===== src/sv/configurable_packet_framer_unit_assert.svh =====
// ----------------------------------------------------------------------------
// Assertion macros for the packet framer
// Clocked on clock, disabled while reset is high.
// ----------------------------------------------------------------------------
`ifndef CONFIGURABLE_PACKET_FRAMER_UNIT_ASSERT_SVH
`define CONFIGURABLE_PACKET_FRAMER_UNIT_ASSERT_SVH

// antecedent and consequent in the same cycle
`define CPF_CHECK_SAME(label, ante, cons, msg) \
   label: assert property (@(posedge clock) disable iff (reset) (ante) |-> (cons)) \
      else $error(msg);

// consequent in the cycle after the antecedent
`define CPF_CHECK_NEXT(label, ante, cons, msg) \
   label: assert property (@(posedge clock) disable iff (reset) (ante) |=> (cons)) \
      else $error(msg);

`endif


===== src/sv/cpf_pkg.sv =====
// ----------------------------------------------------------------------------
// cpf_pkg
// Types and constants shared by the packet framer modules.
// ----------------------------------------------------------------------------
`timescale 1ns / 1ps

package cpf_pkg;

   localparam int CPF_MAX_PAYLOAD = 255;
   localparam int CPF_QUEUE_DEPTH = 2;

   localparam logic KIND_HEADER  = 1'b0;
   localparam logic KIND_PAYLOAD = 1'b1;

   localparam logic [1:0] CHECK_NONE  = 2'd0;
   localparam logic [1:0] CHECK_XOR   = 2'd1;
   localparam logic [1:0] CHECK_CONST = 2'd2;

   localparam logic [2:0] CSR_HEAD_BYTES   = 3'd0;
   localparam logic [2:0] CSR_ADDR_BYTES   = 3'd1;
   localparam logic [2:0] CSR_LENGTH_BYTES = 3'd2;
   localparam logic [2:0] CSR_ORDER_BYTES  = 3'd3;
   localparam logic [2:0] CSR_CHECK_MODE   = 3'd4;
   localparam logic [2:0] CSR_CHECK_VALUE  = 3'd5;

   localparam logic [1:0] FIELD_HEAD   = 2'd0;
   localparam logic [1:0] FIELD_ADDR   = 2'd1;
   localparam logic [1:0] FIELD_LENGTH = 2'd2;
   localparam logic [1:0] FIELD_ORDER  = 2'd3;

   typedef struct packed {
      logic [1:0] head_bytes;
      logic [1:0] addr_bytes;
      logic [1:0] length_bytes;
      logic [1:0] order_bytes;
      logic [1:0] check_mode;
      logic [7:0] check_value;
   } cfg_type;

   // one classified item on its way from front to back
   typedef struct packed {
      logic        is_header;
      logic        last;       // header: empty payload; payload: final byte
      logic [23:0] head_value;
      logic [23:0] addr_value;
      logic [7:0]  payload_len;
      logic [23:0] order_value;
      logic [7:0]  data_byte;
   } desc_type;

   typedef enum logic [1:0] {
      BK_IDLE,
      BK_HDR,
      BK_CHECK
   } back_state_type;

   typedef struct packed {
      logic idle;
      logic pop;
   } back_stat_type;

endpackage


===== src/sv/cpf_queue.sv =====
// ----------------------------------------------------------------------------
// cpf_queue
// Small flop queue of classified items between front and back.
// ----------------------------------------------------------------------------
`timescale 1ns / 1ps

module cpf_queue
   import cpf_pkg::*;
#(
   parameter int DEPTH = CPF_QUEUE_DEPTH
) (
   input  logic                         clock,
   input  logic                         reset,
   input  logic                         push,
   input  desc_type                     wdata,
   output logic                         full,
   input  logic                         pop,
   output desc_type                     rdata,
   output logic                         valid,
   output logic [$clog2(DEPTH+1)-1:0]   level
);

   localparam int PtrW = (DEPTH > 1) ? $clog2(DEPTH) : 1;
   localparam int LvlW = $clog2(DEPTH + 1);

   desc_type            mem_ff [DEPTH];
   logic [PtrW-1:0]     wr_ptr_ff, wr_ptr_in;
   logic [PtrW-1:0]     rd_ptr_ff, rd_ptr_in;
   logic [LvlW-1:0]     level_ff, level_in;
   logic                do_push, do_pop;

   assign full    = (level_ff == LvlW'(DEPTH));
   assign valid   = (level_ff != '0);
   assign rdata   = mem_ff[rd_ptr_ff];
   assign level   = level_ff;
   assign do_push = push && !full;
   assign do_pop  = pop && valid;

   always_comb begin
      wr_ptr_in = wr_ptr_ff;
      rd_ptr_in = rd_ptr_ff;
      level_in  = level_ff;
      if (do_push) begin
         wr_ptr_in = (wr_ptr_ff == PtrW'(DEPTH - 1)) ? '0 : wr_ptr_ff + PtrW'(1);
      end
      if (do_pop) begin
         rd_ptr_in = (rd_ptr_ff == PtrW'(DEPTH - 1)) ? '0 : rd_ptr_ff + PtrW'(1);
      end
      if (do_push && !do_pop) begin
         level_in = level_ff + LvlW'(1);
      end else if (do_pop && !do_push) begin
         level_in = level_ff - LvlW'(1);
      end
   end

   always_ff @(posedge clock) begin
      if (reset) begin
         wr_ptr_ff <= '0;
         rd_ptr_ff <= '0;
         level_ff  <= '0;
      end else begin
         wr_ptr_ff <= wr_ptr_in;
         rd_ptr_ff <= rd_ptr_in;
         level_ff  <= level_in;
      end
   end

   always_ff @(posedge clock) begin
      if (do_push) begin
         mem_ff[wr_ptr_ff] <= wdata;
      end
   end

endmodule


===== src/sv/cpf_front.sv =====
// ----------------------------------------------------------------------------
// cpf_front
// Accepts input items, tracks the open packet and queues work for the back.
// ----------------------------------------------------------------------------
`timescale 1ns / 1ps

module cpf_front
   import cpf_pkg::*;
(
   input  logic        clock,
   input  logic        reset,
   input  logic        req_tvalid,
   output logic        req_tready,
   input  logic        req_tuser,   // kind
   input  logic [87:0] req_tdata,   // head, addr, payload_len, order, data_byte
   input  logic        q_full,
   output logic        q_push,
   output desc_type    q_wdata
);

   localparam logic [16:0] MaxLen = 17'(CPF_MAX_PAYLOAD);

   logic       in_packet_ff, in_packet_in;
   logic [7:0] bytes_left_ff, bytes_left_in;
   logic       accept;
   logic [7:0] len_raw, len_sat;

   assign req_tready = !q_full;
   assign accept     = req_tvalid && !q_full;
   assign len_raw    = req_tdata[55:48];

   always_comb begin
      len_sat = len_raw;
      if ({9'd0, len_raw} > MaxLen) begin
         len_sat = MaxLen[7:0];
      end
   end

   always_comb begin
      in_packet_in          = in_packet_ff;
      bytes_left_in         = bytes_left_ff;
      q_push                = 1'b0;
      q_wdata.is_header     = (req_tuser == KIND_HEADER);
      q_wdata.last          = 1'b0;
      q_wdata.head_value    = req_tdata[23:0];
      q_wdata.addr_value    = req_tdata[47:24];
      q_wdata.payload_len   = len_sat;
      q_wdata.order_value   = req_tdata[79:56];
      q_wdata.data_byte     = req_tdata[87:80];
      if (accept) begin
         if (req_tuser == KIND_HEADER) begin
            // a new header abandons any open packet
            q_push        = 1'b1;
            q_wdata.last  = (len_sat == 8'd0);
            in_packet_in  = (len_sat != 8'd0);
            bytes_left_in = len_sat;
         end else if (in_packet_ff) begin
            q_push        = 1'b1;
            q_wdata.last  = (bytes_left_ff <= 8'd1);
            bytes_left_in = bytes_left_ff - 8'd1;
            if (bytes_left_ff <= 8'd1) begin
               in_packet_in  = 1'b0;
               bytes_left_in = 8'd0;
            end
         end
         // drop payload items that arrive outside a packet
      end
   end

   always_ff @(posedge clock) begin
      if (reset) begin
         in_packet_ff  <= 1'b0;
         bytes_left_ff <= 8'd0;
      end else begin
         in_packet_ff  <= in_packet_in;
         bytes_left_ff <= bytes_left_in;
      end
   end

endmodule


===== src/sv/cpf_back.sv =====
// ----------------------------------------------------------------------------
// cpf_back
// Serializes queued items onto the byte stream and appends the check byte in XOR or constant mode.
// ----------------------------------------------------------------------------
`timescale 1ns / 1ps

module cpf_back
   import cpf_pkg::*;
(
   input  logic          clock,
   input  logic          reset,
   input  cfg_type       cfg,
   input  desc_type      q_rdata,
   input  logic          q_valid,
   output logic          q_pop,
   output back_stat_type stat,
   output logic          rsp_tvalid,
   input  logic          rsp_tready,
   output logic [7:0]    rsp_tdata,   // out_byte
   output logic          rsp_tlast    // end_of_packet
);

   back_state_type state_ff, state_in;
   desc_type       hdr_ff, hdr_in;
   logic [1:0]     field_ff, field_in;
   logic [1:0]     byte_ff, byte_in;
   logic [3:0]     sent_ff, sent_in;
   logic [3:0]     total_ff, total_in;
   logic [7:0]     xor_ff, xor_in;
   logic           out_valid_ff, out_valid_in;
   logic [7:0]     out_byte_ff, out_byte_in;
   logic           out_last_ff, out_last_in;

   logic           out_free, check_on, hdr_done;
   logic           emit, emit_last;
   logic [7:0]     emit_byte;
   logic [3:0]     total;
   logic [1:0]     width_sel;
   logic [23:0]    value_sel;
   logic [7:0]     byte_sel;

   assign out_free   = !out_valid_ff || rsp_tready;
   assign check_on   = (cfg.check_mode == CHECK_XOR) || (cfg.check_mode == CHECK_CONST);
   assign total      = {2'd0, cfg.head_bytes} + {2'd0, cfg.addr_bytes}
                     + {2'd0, cfg.length_bytes} + {2'd0, cfg.order_bytes};
   assign hdr_done   = ((sent_ff + 4'd1) == total_ff);
   assign rsp_tvalid = out_valid_ff;
   assign rsp_tdata  = out_byte_ff;
   assign rsp_tlast  = out_last_ff;
   assign stat.idle  = (state_ff == BK_IDLE);
   assign stat.pop   = q_pop;

   always_comb begin
      case (field_ff)
         FIELD_HEAD: begin
            width_sel = cfg.head_bytes;
            value_sel = hdr_ff.head_value;
         end
         FIELD_ADDR: begin
            width_sel = cfg.addr_bytes;
            value_sel = hdr_ff.addr_value;
         end
         FIELD_LENGTH: begin
            width_sel = cfg.length_bytes;
            value_sel = {16'd0, hdr_ff.payload_len};
         end
         FIELD_ORDER: begin
            width_sel = cfg.order_bytes;
            value_sel = hdr_ff.order_value;
         end
         default: begin
            width_sel = 2'd0;
            value_sel = 24'd0;
         end
      endcase
      case (byte_ff)
         2'd0:    byte_sel = value_sel[7:0];
         2'd1:    byte_sel = value_sel[15:8];
         2'd2:    byte_sel = value_sel[23:16];
         default: byte_sel = 8'd0;
      endcase
   end

   always_comb begin
      state_in     = state_ff;
      hdr_in       = hdr_ff;
      field_in     = field_ff;
      byte_in      = byte_ff;
      sent_in      = sent_ff;
      total_in     = total_ff;
      xor_in       = xor_ff;
      q_pop        = 1'b0;
      emit         = 1'b0;
      emit_byte    = 8'd0;
      emit_last    = 1'b0;
      out_valid_in = out_valid_ff && !rsp_tready;
      out_byte_in  = out_byte_ff;
      out_last_in  = out_last_ff;

      case (state_ff)
         BK_IDLE: begin
            if (out_free && q_valid) begin
               q_pop = 1'b1;
               if (q_rdata.is_header) begin
                  hdr_in   = q_rdata;
                  xor_in   = 8'd0;
                  field_in = FIELD_HEAD;
                  byte_in  = 2'd0;
                  sent_in  = 4'd0;
                  total_in = total;
                  if (total != 4'd0) begin
                     state_in = BK_HDR;
                  end else if (q_rdata.last && check_on) begin
                     state_in = BK_CHECK;
                  end
               end else begin
                  emit      = 1'b1;
                  emit_byte = q_rdata.data_byte;
                  emit_last = q_rdata.last && !check_on;
                  if (q_rdata.last && check_on) begin
                     state_in = BK_CHECK;
                  end
               end
            end
         end
         BK_HDR: begin
            if (out_free) begin
               if (byte_ff < width_sel) begin
                  emit      = 1'b1;
                  emit_byte = byte_sel;
                  emit_last = hdr_done && hdr_ff.last && !check_on;
                  sent_in   = sent_ff + 4'd1;
                  byte_in   = byte_ff + 2'd1;
                  if (hdr_done) begin
                     state_in = (hdr_ff.last && check_on) ? BK_CHECK : BK_IDLE;
                  end
               end else begin
                  // advance past an exhausted or absent field
                  field_in = field_ff + 2'd1;
                  byte_in  = 2'd0;
               end
            end
         end
         BK_CHECK: begin
            if (out_free) begin
               emit      = 1'b1;
               emit_byte = (cfg.check_mode == CHECK_XOR) ? xor_ff : cfg.check_value;
               emit_last = 1'b1;
               state_in  = BK_IDLE;
            end
         end
         default: begin
            state_in = BK_IDLE;
         end
      endcase

      if (emit) begin
         out_valid_in = 1'b1;
         out_byte_in  = emit_byte;
         out_last_in  = emit_last;
         xor_in       = xor_ff ^ emit_byte;
      end
   end

   always_ff @(posedge clock) begin
      if (reset) begin
         state_ff     <= BK_IDLE;
         out_valid_ff <= 1'b0;
         xor_ff       <= 8'd0;
      end else begin
         state_ff     <= state_in;
         out_valid_ff <= out_valid_in;
         xor_ff       <= xor_in;
      end
   end

   always_ff @(posedge clock) begin
      hdr_ff      <= hdr_in;
      field_ff    <= field_in;
      byte_ff     <= byte_in;
      sent_ff     <= sent_in;
      total_ff    <= total_in;
      out_byte_ff <= out_byte_in;
      out_last_ff <= out_last_in;
   end

endmodule


===== src/sv/configurable_packet_framer_unit.sv =====
// ----------------------------------------------------------------------------
// configurable_packet_framer_unit
// Packet framer: header fields, payload bytes and an optional check byte.
//
//   channel  dir  handshake            payload
//   req_     in   req_tvalid/tready    tuser kind, tdata header/payload fields
//   rsp_     out  rsp_tvalid/tready    tdata out_byte, tlast end_of_packet
//   csr_     in   csr_valid/ready      csr_index, csr_data
//
// A payload item leaves one byte per cycle while the output is not stalled. A
// header item is loaded, then puts out each header byte, steps past each field
// ahead of the last field that has bytes, and adds a check byte if it closes
// the packet and a check is on. The back sequencer and its one-byte output
// register set this rate. The front keeps accepting into the queue while it has
// room, also while the back is busy or stalled. Reset is synchronous; csr_ready is high.
// ----------------------------------------------------------------------------
`timescale 1ns / 1ps

`include "configurable_packet_framer_unit_assert.svh"

module configurable_packet_framer_unit
   import cpf_pkg::*;
#(
   parameter int QUEUE_DEPTH = CPF_QUEUE_DEPTH
) (
   input  logic        clock,
   input  logic        reset,
   input  logic        req_tvalid,
   output logic        req_tready,
   input  logic        req_tuser,   // kind
   input  logic [87:0] req_tdata,   // head_value, addr_value, payload_len,
                                    // order_value, data_byte
   output logic        rsp_tvalid,
   input  logic        rsp_tready,
   output logic [7:0]  rsp_tdata,   // out_byte
   output logic        rsp_tlast,   // end_of_packet
   input  logic        csr_valid,
   output logic        csr_ready,
   input  logic [2:0]  csr_index,
   input  logic [7:0]  csr_data
);

   localparam int LvlW = $clog2(QUEUE_DEPTH + 1);

   cfg_type        cfg_ff, cfg_in;
   desc_type       q_wdata, q_rdata;
   logic           q_push, q_full, q_pop, q_valid;
   logic [LvlW-1:0] q_level;
   back_stat_type  bk_stat;

   assign csr_ready = 1'b1;

   always_comb begin
      cfg_in = cfg_ff;
      if (csr_valid) begin
         case (csr_index)
            CSR_HEAD_BYTES:   cfg_in.head_bytes   = csr_data[1:0];
            CSR_ADDR_BYTES:   cfg_in.addr_bytes   = csr_data[1:0];
            CSR_LENGTH_BYTES: cfg_in.length_bytes = csr_data[1:0];
            CSR_ORDER_BYTES:  cfg_in.order_bytes  = csr_data[1:0];
            CSR_CHECK_MODE:   cfg_in.check_mode   = csr_data[1:0];
            CSR_CHECK_VALUE:  cfg_in.check_value  = csr_data;
            default:          cfg_in = cfg_ff;
         endcase
      end
   end

   always_ff @(posedge clock) begin
      if (reset) begin
         cfg_ff.head_bytes   <= 2'd1;
         cfg_ff.addr_bytes   <= 2'd1;
         cfg_ff.length_bytes <= 2'd1;
         cfg_ff.order_bytes  <= 2'd1;
         cfg_ff.check_mode   <= CHECK_NONE;
         cfg_ff.check_value  <= 8'd0;
      end else begin
         cfg_ff <= cfg_in;
      end
   end

   cpf_front u_front (
      .clock      (clock),
      .reset      (reset),
      .req_tvalid (req_tvalid),
      .req_tready (req_tready),
      .req_tuser  (req_tuser),
      .req_tdata  (req_tdata),
      .q_full     (q_full),
      .q_push     (q_push),
      .q_wdata    (q_wdata)
   );

   cpf_queue #(
      .DEPTH (QUEUE_DEPTH)
   ) u_queue (
      .clock (clock),
      .reset (reset),
      .push  (q_push),
      .wdata (q_wdata),
      .full  (q_full),
      .pop   (q_pop),
      .rdata (q_rdata),
      .valid (q_valid),
      .level (q_level)
   );

   cpf_back u_back (
      .clock      (clock),
      .reset      (reset),
      .cfg        (cfg_ff),
      .q_rdata    (q_rdata),
      .q_valid    (q_valid),
      .q_pop      (q_pop),
      .stat       (bk_stat),
      .rsp_tvalid (rsp_tvalid),
      .rsp_tready (rsp_tready),
      .rsp_tdata  (rsp_tdata),
      .rsp_tlast  (rsp_tlast)
   );

   `CPF_CHECK_SAME(a_queue_bound, 1'b1, q_level <= LvlW'(QUEUE_DEPTH),
      "queue level beyond depth")
   `CPF_CHECK_SAME(a_pop_needs_room, bk_stat.pop, q_valid && (!rsp_tvalid || rsp_tready),
      "back took an item without output room")
   `CPF_CHECK_SAME(a_rsp_has_source, $rose(rsp_tvalid),
      $past(q_level != '0 || !bk_stat.idle), "result appeared without pending work")
   `CPF_CHECK_NEXT(a_idle_after_check, rsp_tvalid && rsp_tlast && rsp_tready && bk_stat.idle
      && !q_valid, bk_stat.idle, "back left idle with an empty queue")

endmodule


===== config.mk =====
export PLATFORM = sky130hd
export DESIGN_NAME = configurable_packet_framer_unit
export DESIGN_NICKNAME = d
export VERILOG_FILES = /design/src/sv/cpf_pkg.sv /design/src/sv/cpf_queue.sv /design/src/sv/cpf_front.sv /design/src/sv/cpf_back.sv /design/src/sv/configurable_packet_framer_unit.sv
export VERILOG_INCLUDE_DIRS = /design/src /design/src/sv
export SDC_FILE = /design/constraint.sdc
export NUM_CORES = 1
export LEC_CHECK = 0
export BUFFER_PORTS_ARGS = -buffer_cell sky130_fd_sc_hd__clkbuf_2
export CAP_MARGIN = 20
export CELL_PAD_IN_SITES_DETAIL_PLACEMENT = 1
export CELL_PAD_IN_SITES_GLOBAL_PLACEMENT = 1
export CORE_MARGIN = 1.5
export CORE_UTILIZATION = 54
export CTS_CLUSTER_DIAMETER = 30
export DETAILED_ROUTE_END_ITERATION = 7
export PLACE_DENSITY = 0.84
export RECOVER_POWER = 100
export SYNTH_ARGS = -nofsm -noshare
export SYNTH_HDL_FRONTEND = slang
export SYNTH_SLANG_ARGS = --single-unit
export TNS_END_PERCENT = 20

===== constraint.sdc =====
create_clock -name clock -period 13.9 [get_ports clock]
set_clock_uncertainty 0.1 [all_clocks]
set_input_delay 1.39 -clock clock [delete_from_list [all_inputs] [get_ports clock]]
set_output_delay 1.39 -clock clock [all_outputs]
set_load 0.02 [all_outputs]

==> impl_metrics.yaml <==
run_status:
  status: "finished with violations"
  failed_checks: "max-capacitance violations, max-slew violations"
die:
  coreArea_um2: 23500
  rows: 56
  dieArea_um2: 24800
  ios: 117
  die-width_um: 158
  die_h_um: 158
  start_util_pct: 55.0
grt:
  grt_pass1_wl_um: 53400
  first_global_vias: 8830
  antenna_found_initial: 0
  gr-total-overflow: 0
  grt_max_degree: 87
  track_usage_pct: 29.5
clock_tree:
  cts_buffers: 58
  clk_pin_slew_worst_paths_ns: 0.05
  post_cts_buffers: 0
  clk_path_buf_depth: 3
  clk_latency_ns: 0.59
  cts.sinks: 325
  post_cts_resized: 0
  cts_root_buffer: "clkbuf_16"
  holdBufCountCts: 0
  cts_max_level: 2
  cts_tree: "yes"
placed_design:
  post_dp_cell_area_um2: 13800
  gp_congestion: 0.803
  placed_cells: 1233
  dp_hpwl_um: 20300
  io_buffers: 115
  pre_cts_slack_ns: 9.82
sta:
  finalCritPeriodShare_pct: 49.8
  worst_pin_slew_ns: 4.67
  layout_setup_ws_ns: 6.98
  hold-worst-slack_ns: 0.370
  slew_viol_final: 412
  setup_viol: 0
  fin_tns_setup_ns: 0
  fin_crit_ns: 6.92
  max-slew-margin-rel_pct: -211
  rsz0062_at_grt: "false"
  hold_viol: 0
  timing.fmax_mhz: 144
critical_path:
  crit_type: "in2reg"
  cpMostUsedCell: "clkbuf_1"
  start_kind: "input pin"
  startpoint: "rsp_tready"
  cpPeakStageDelay_ns: 2.32
  slowest_stage: "clkbuf_1"
  worstPathCellList: "clkbuf_1 -> nand2b_1 -> nand3_1 -> nor2_4 -> clkbuf_1 -> clkbuf_1 -> nor2_1 -> nand2_1 -> o21ai_0"
  cp.required_ns: 14.21
  r2r_cells: 7
  critPathMaxFanout: 50
  end_kind: "flop"
  critical_path_arrival_ns: 7.23
  r2r_slack_ns: 7.27
final_layout:
  nFillCells: 2147
  syn_to_final_growth_pct: 20.9
  layout-drive-gt1-share_pct: 17.1
  fin_util_pct: 66.5
  design_area_um2: 15600
  stdcell_count: 1344
  n_antenna_cell: 0
  final_nets: 1101
yosys:
  syn_area_um2: 12900
  async_flop_share_pct: 0
  synth_cells: 831
  synth-edff-count: 282
  synth_cell_types: 55
  syn_avg_cell_area_um2: 15.5
  synth_most_common_cell: "edfxtp_1"
  syn-num-nets: 956
  synth-seq-cells: 325
  synth_warnings: 0
  synth_flop_cell: "edfxtp_1"
  synth.top_cells.by_area: "edfxtp_1 66%, mux2_2 7.1%, dfxtp_1 6.7%, mux2i_1 1.6%, ha_1 1.6%"
  synth_common_cells: "282 x edfxtp_1, 81 x mux2_2, 51 x nor2_1"
  ys_seq_area_share_pct: 72.3
  synth_top_area_share_pct: 65.6
  yosys.area.top_type: "edfxtp_1"
drt:
  avgViaCountPerCell: 6.12
  antenna_left: 0
  wl_per_cell_um: 27.7
  drt_iter0_drc: 789
  drt_pass1_iterations: 6
  vias: 8221
  drc_errors: 0
  detail_route.wirelength_um: 37300
worst_hold_path:
  hold_path_depth: 2
  min_path_type: "reg2reg"
  hp-start: "cfg_ff[3]"
power:
  irDropWorstVdd_mv: 0.116
  powerDensity_nw_per_um2: 231
  power.leakage_nw: 5.32
  power.total_mw: 3.60
run:
  cap_violations: 9
-- layer usage --
metal  vias up  GRT usage (%)  part of all wire [%]
li1       3480              -                     -
met1      4122           36.1                    37
met5         -              0                     0
met3       147           4.57                   6.7
met2       472           51.8                    51
met4         0           13.6                   5.3
-- power by group --
part	leakage (nW)	switching, mW	internal [mW]	total, mW
Clock	0.969	0.522	0.921	1.44
Combinational	1.40	0.522	0.257	0.779
Sequential	2.95	0.0887	1.29	1.38
Total	5.32	1.13	2.47	3.60
-- area by class of cell --
cell class                      instances  area [um^2]  share of cell area (%)
Clock inverter                         45          488                    3.13
Clock buffer                           64         1510                    9.65
Tap cell                              319          399                    2.56
Sequential cell                       325         9330                    59.8
Inverter                               22         82.6                   0.529
Timing Repair Buffer                  124          500                    3.21
Multi-Input combinational cell        445         3300                    21.1
-- registers in the layout, indices dropped and copies added (netlist names), named ones only --
signal and count:
u_queue.mem_ff 180, u_back.byte_ff 2, cfg_ff 18, u_queue.rd_ptr_ff 1, u_front.in_packet_ff 1, u_queue.level 2, u_back.field_ff 2, u_back.sent_ff 4
u_queue.wr_ptr_ff 1, u_back.rsp_tlast 1, u_front.bytes_left_ff 8, u_back.rsp_tdata 8, u_back.total_ff 4, u_back.state_ff 2, u_back.xor_ff 8, u_back.hdr_ff 81
u_back.rsp_tvalid 1
-- worst paths after layout --
path | endpoint
worst max-delay path | u_back.xor_ff[4]
worst min-delay path | cfg_ff[3]
worst max register to register | u_back.xor_ff[4]
worst min register to register | cfg_ff[3]
-- critical path, delay by kind of cell --
| family | cells | cell delay, ns |
|---|---|---|
| AOI/OAI and AO/OA | 1 | 0.17 |
| buffers and inverters | 3 | 3.93 |
| and+or+nand+nor | 5 | 1.70 |
-- cell families after synthesis --
kind of cell               Yosys count  share of synthesized area, %
DFF                                325                          72.3
and+or+nand+nor                    179                          6.94
AOI/OAI and AO/OA                  131                          6.82
muxes                              103                          8.87
buffers and inverters               61                          2.12
adders and majority gates           20                          2.17
xor gates and xnor gates            11                         0.747
other                                1                        0.0291
-- layout by cell type, fill, tap and decap left out, drive strengths merged, types with 22 or more instances in the layout --
master  Yosys  routed
a21oi      25      25
nor2       51      51
inv        21      32
o21ai      38      38
clkinv      1      22
nand2      48      48
mux2i      22      22
clkbuf     18     185
dfxtp      43      43
mux2       81      81
edfxtp    282     282
(Power assumes the default switching activity.)
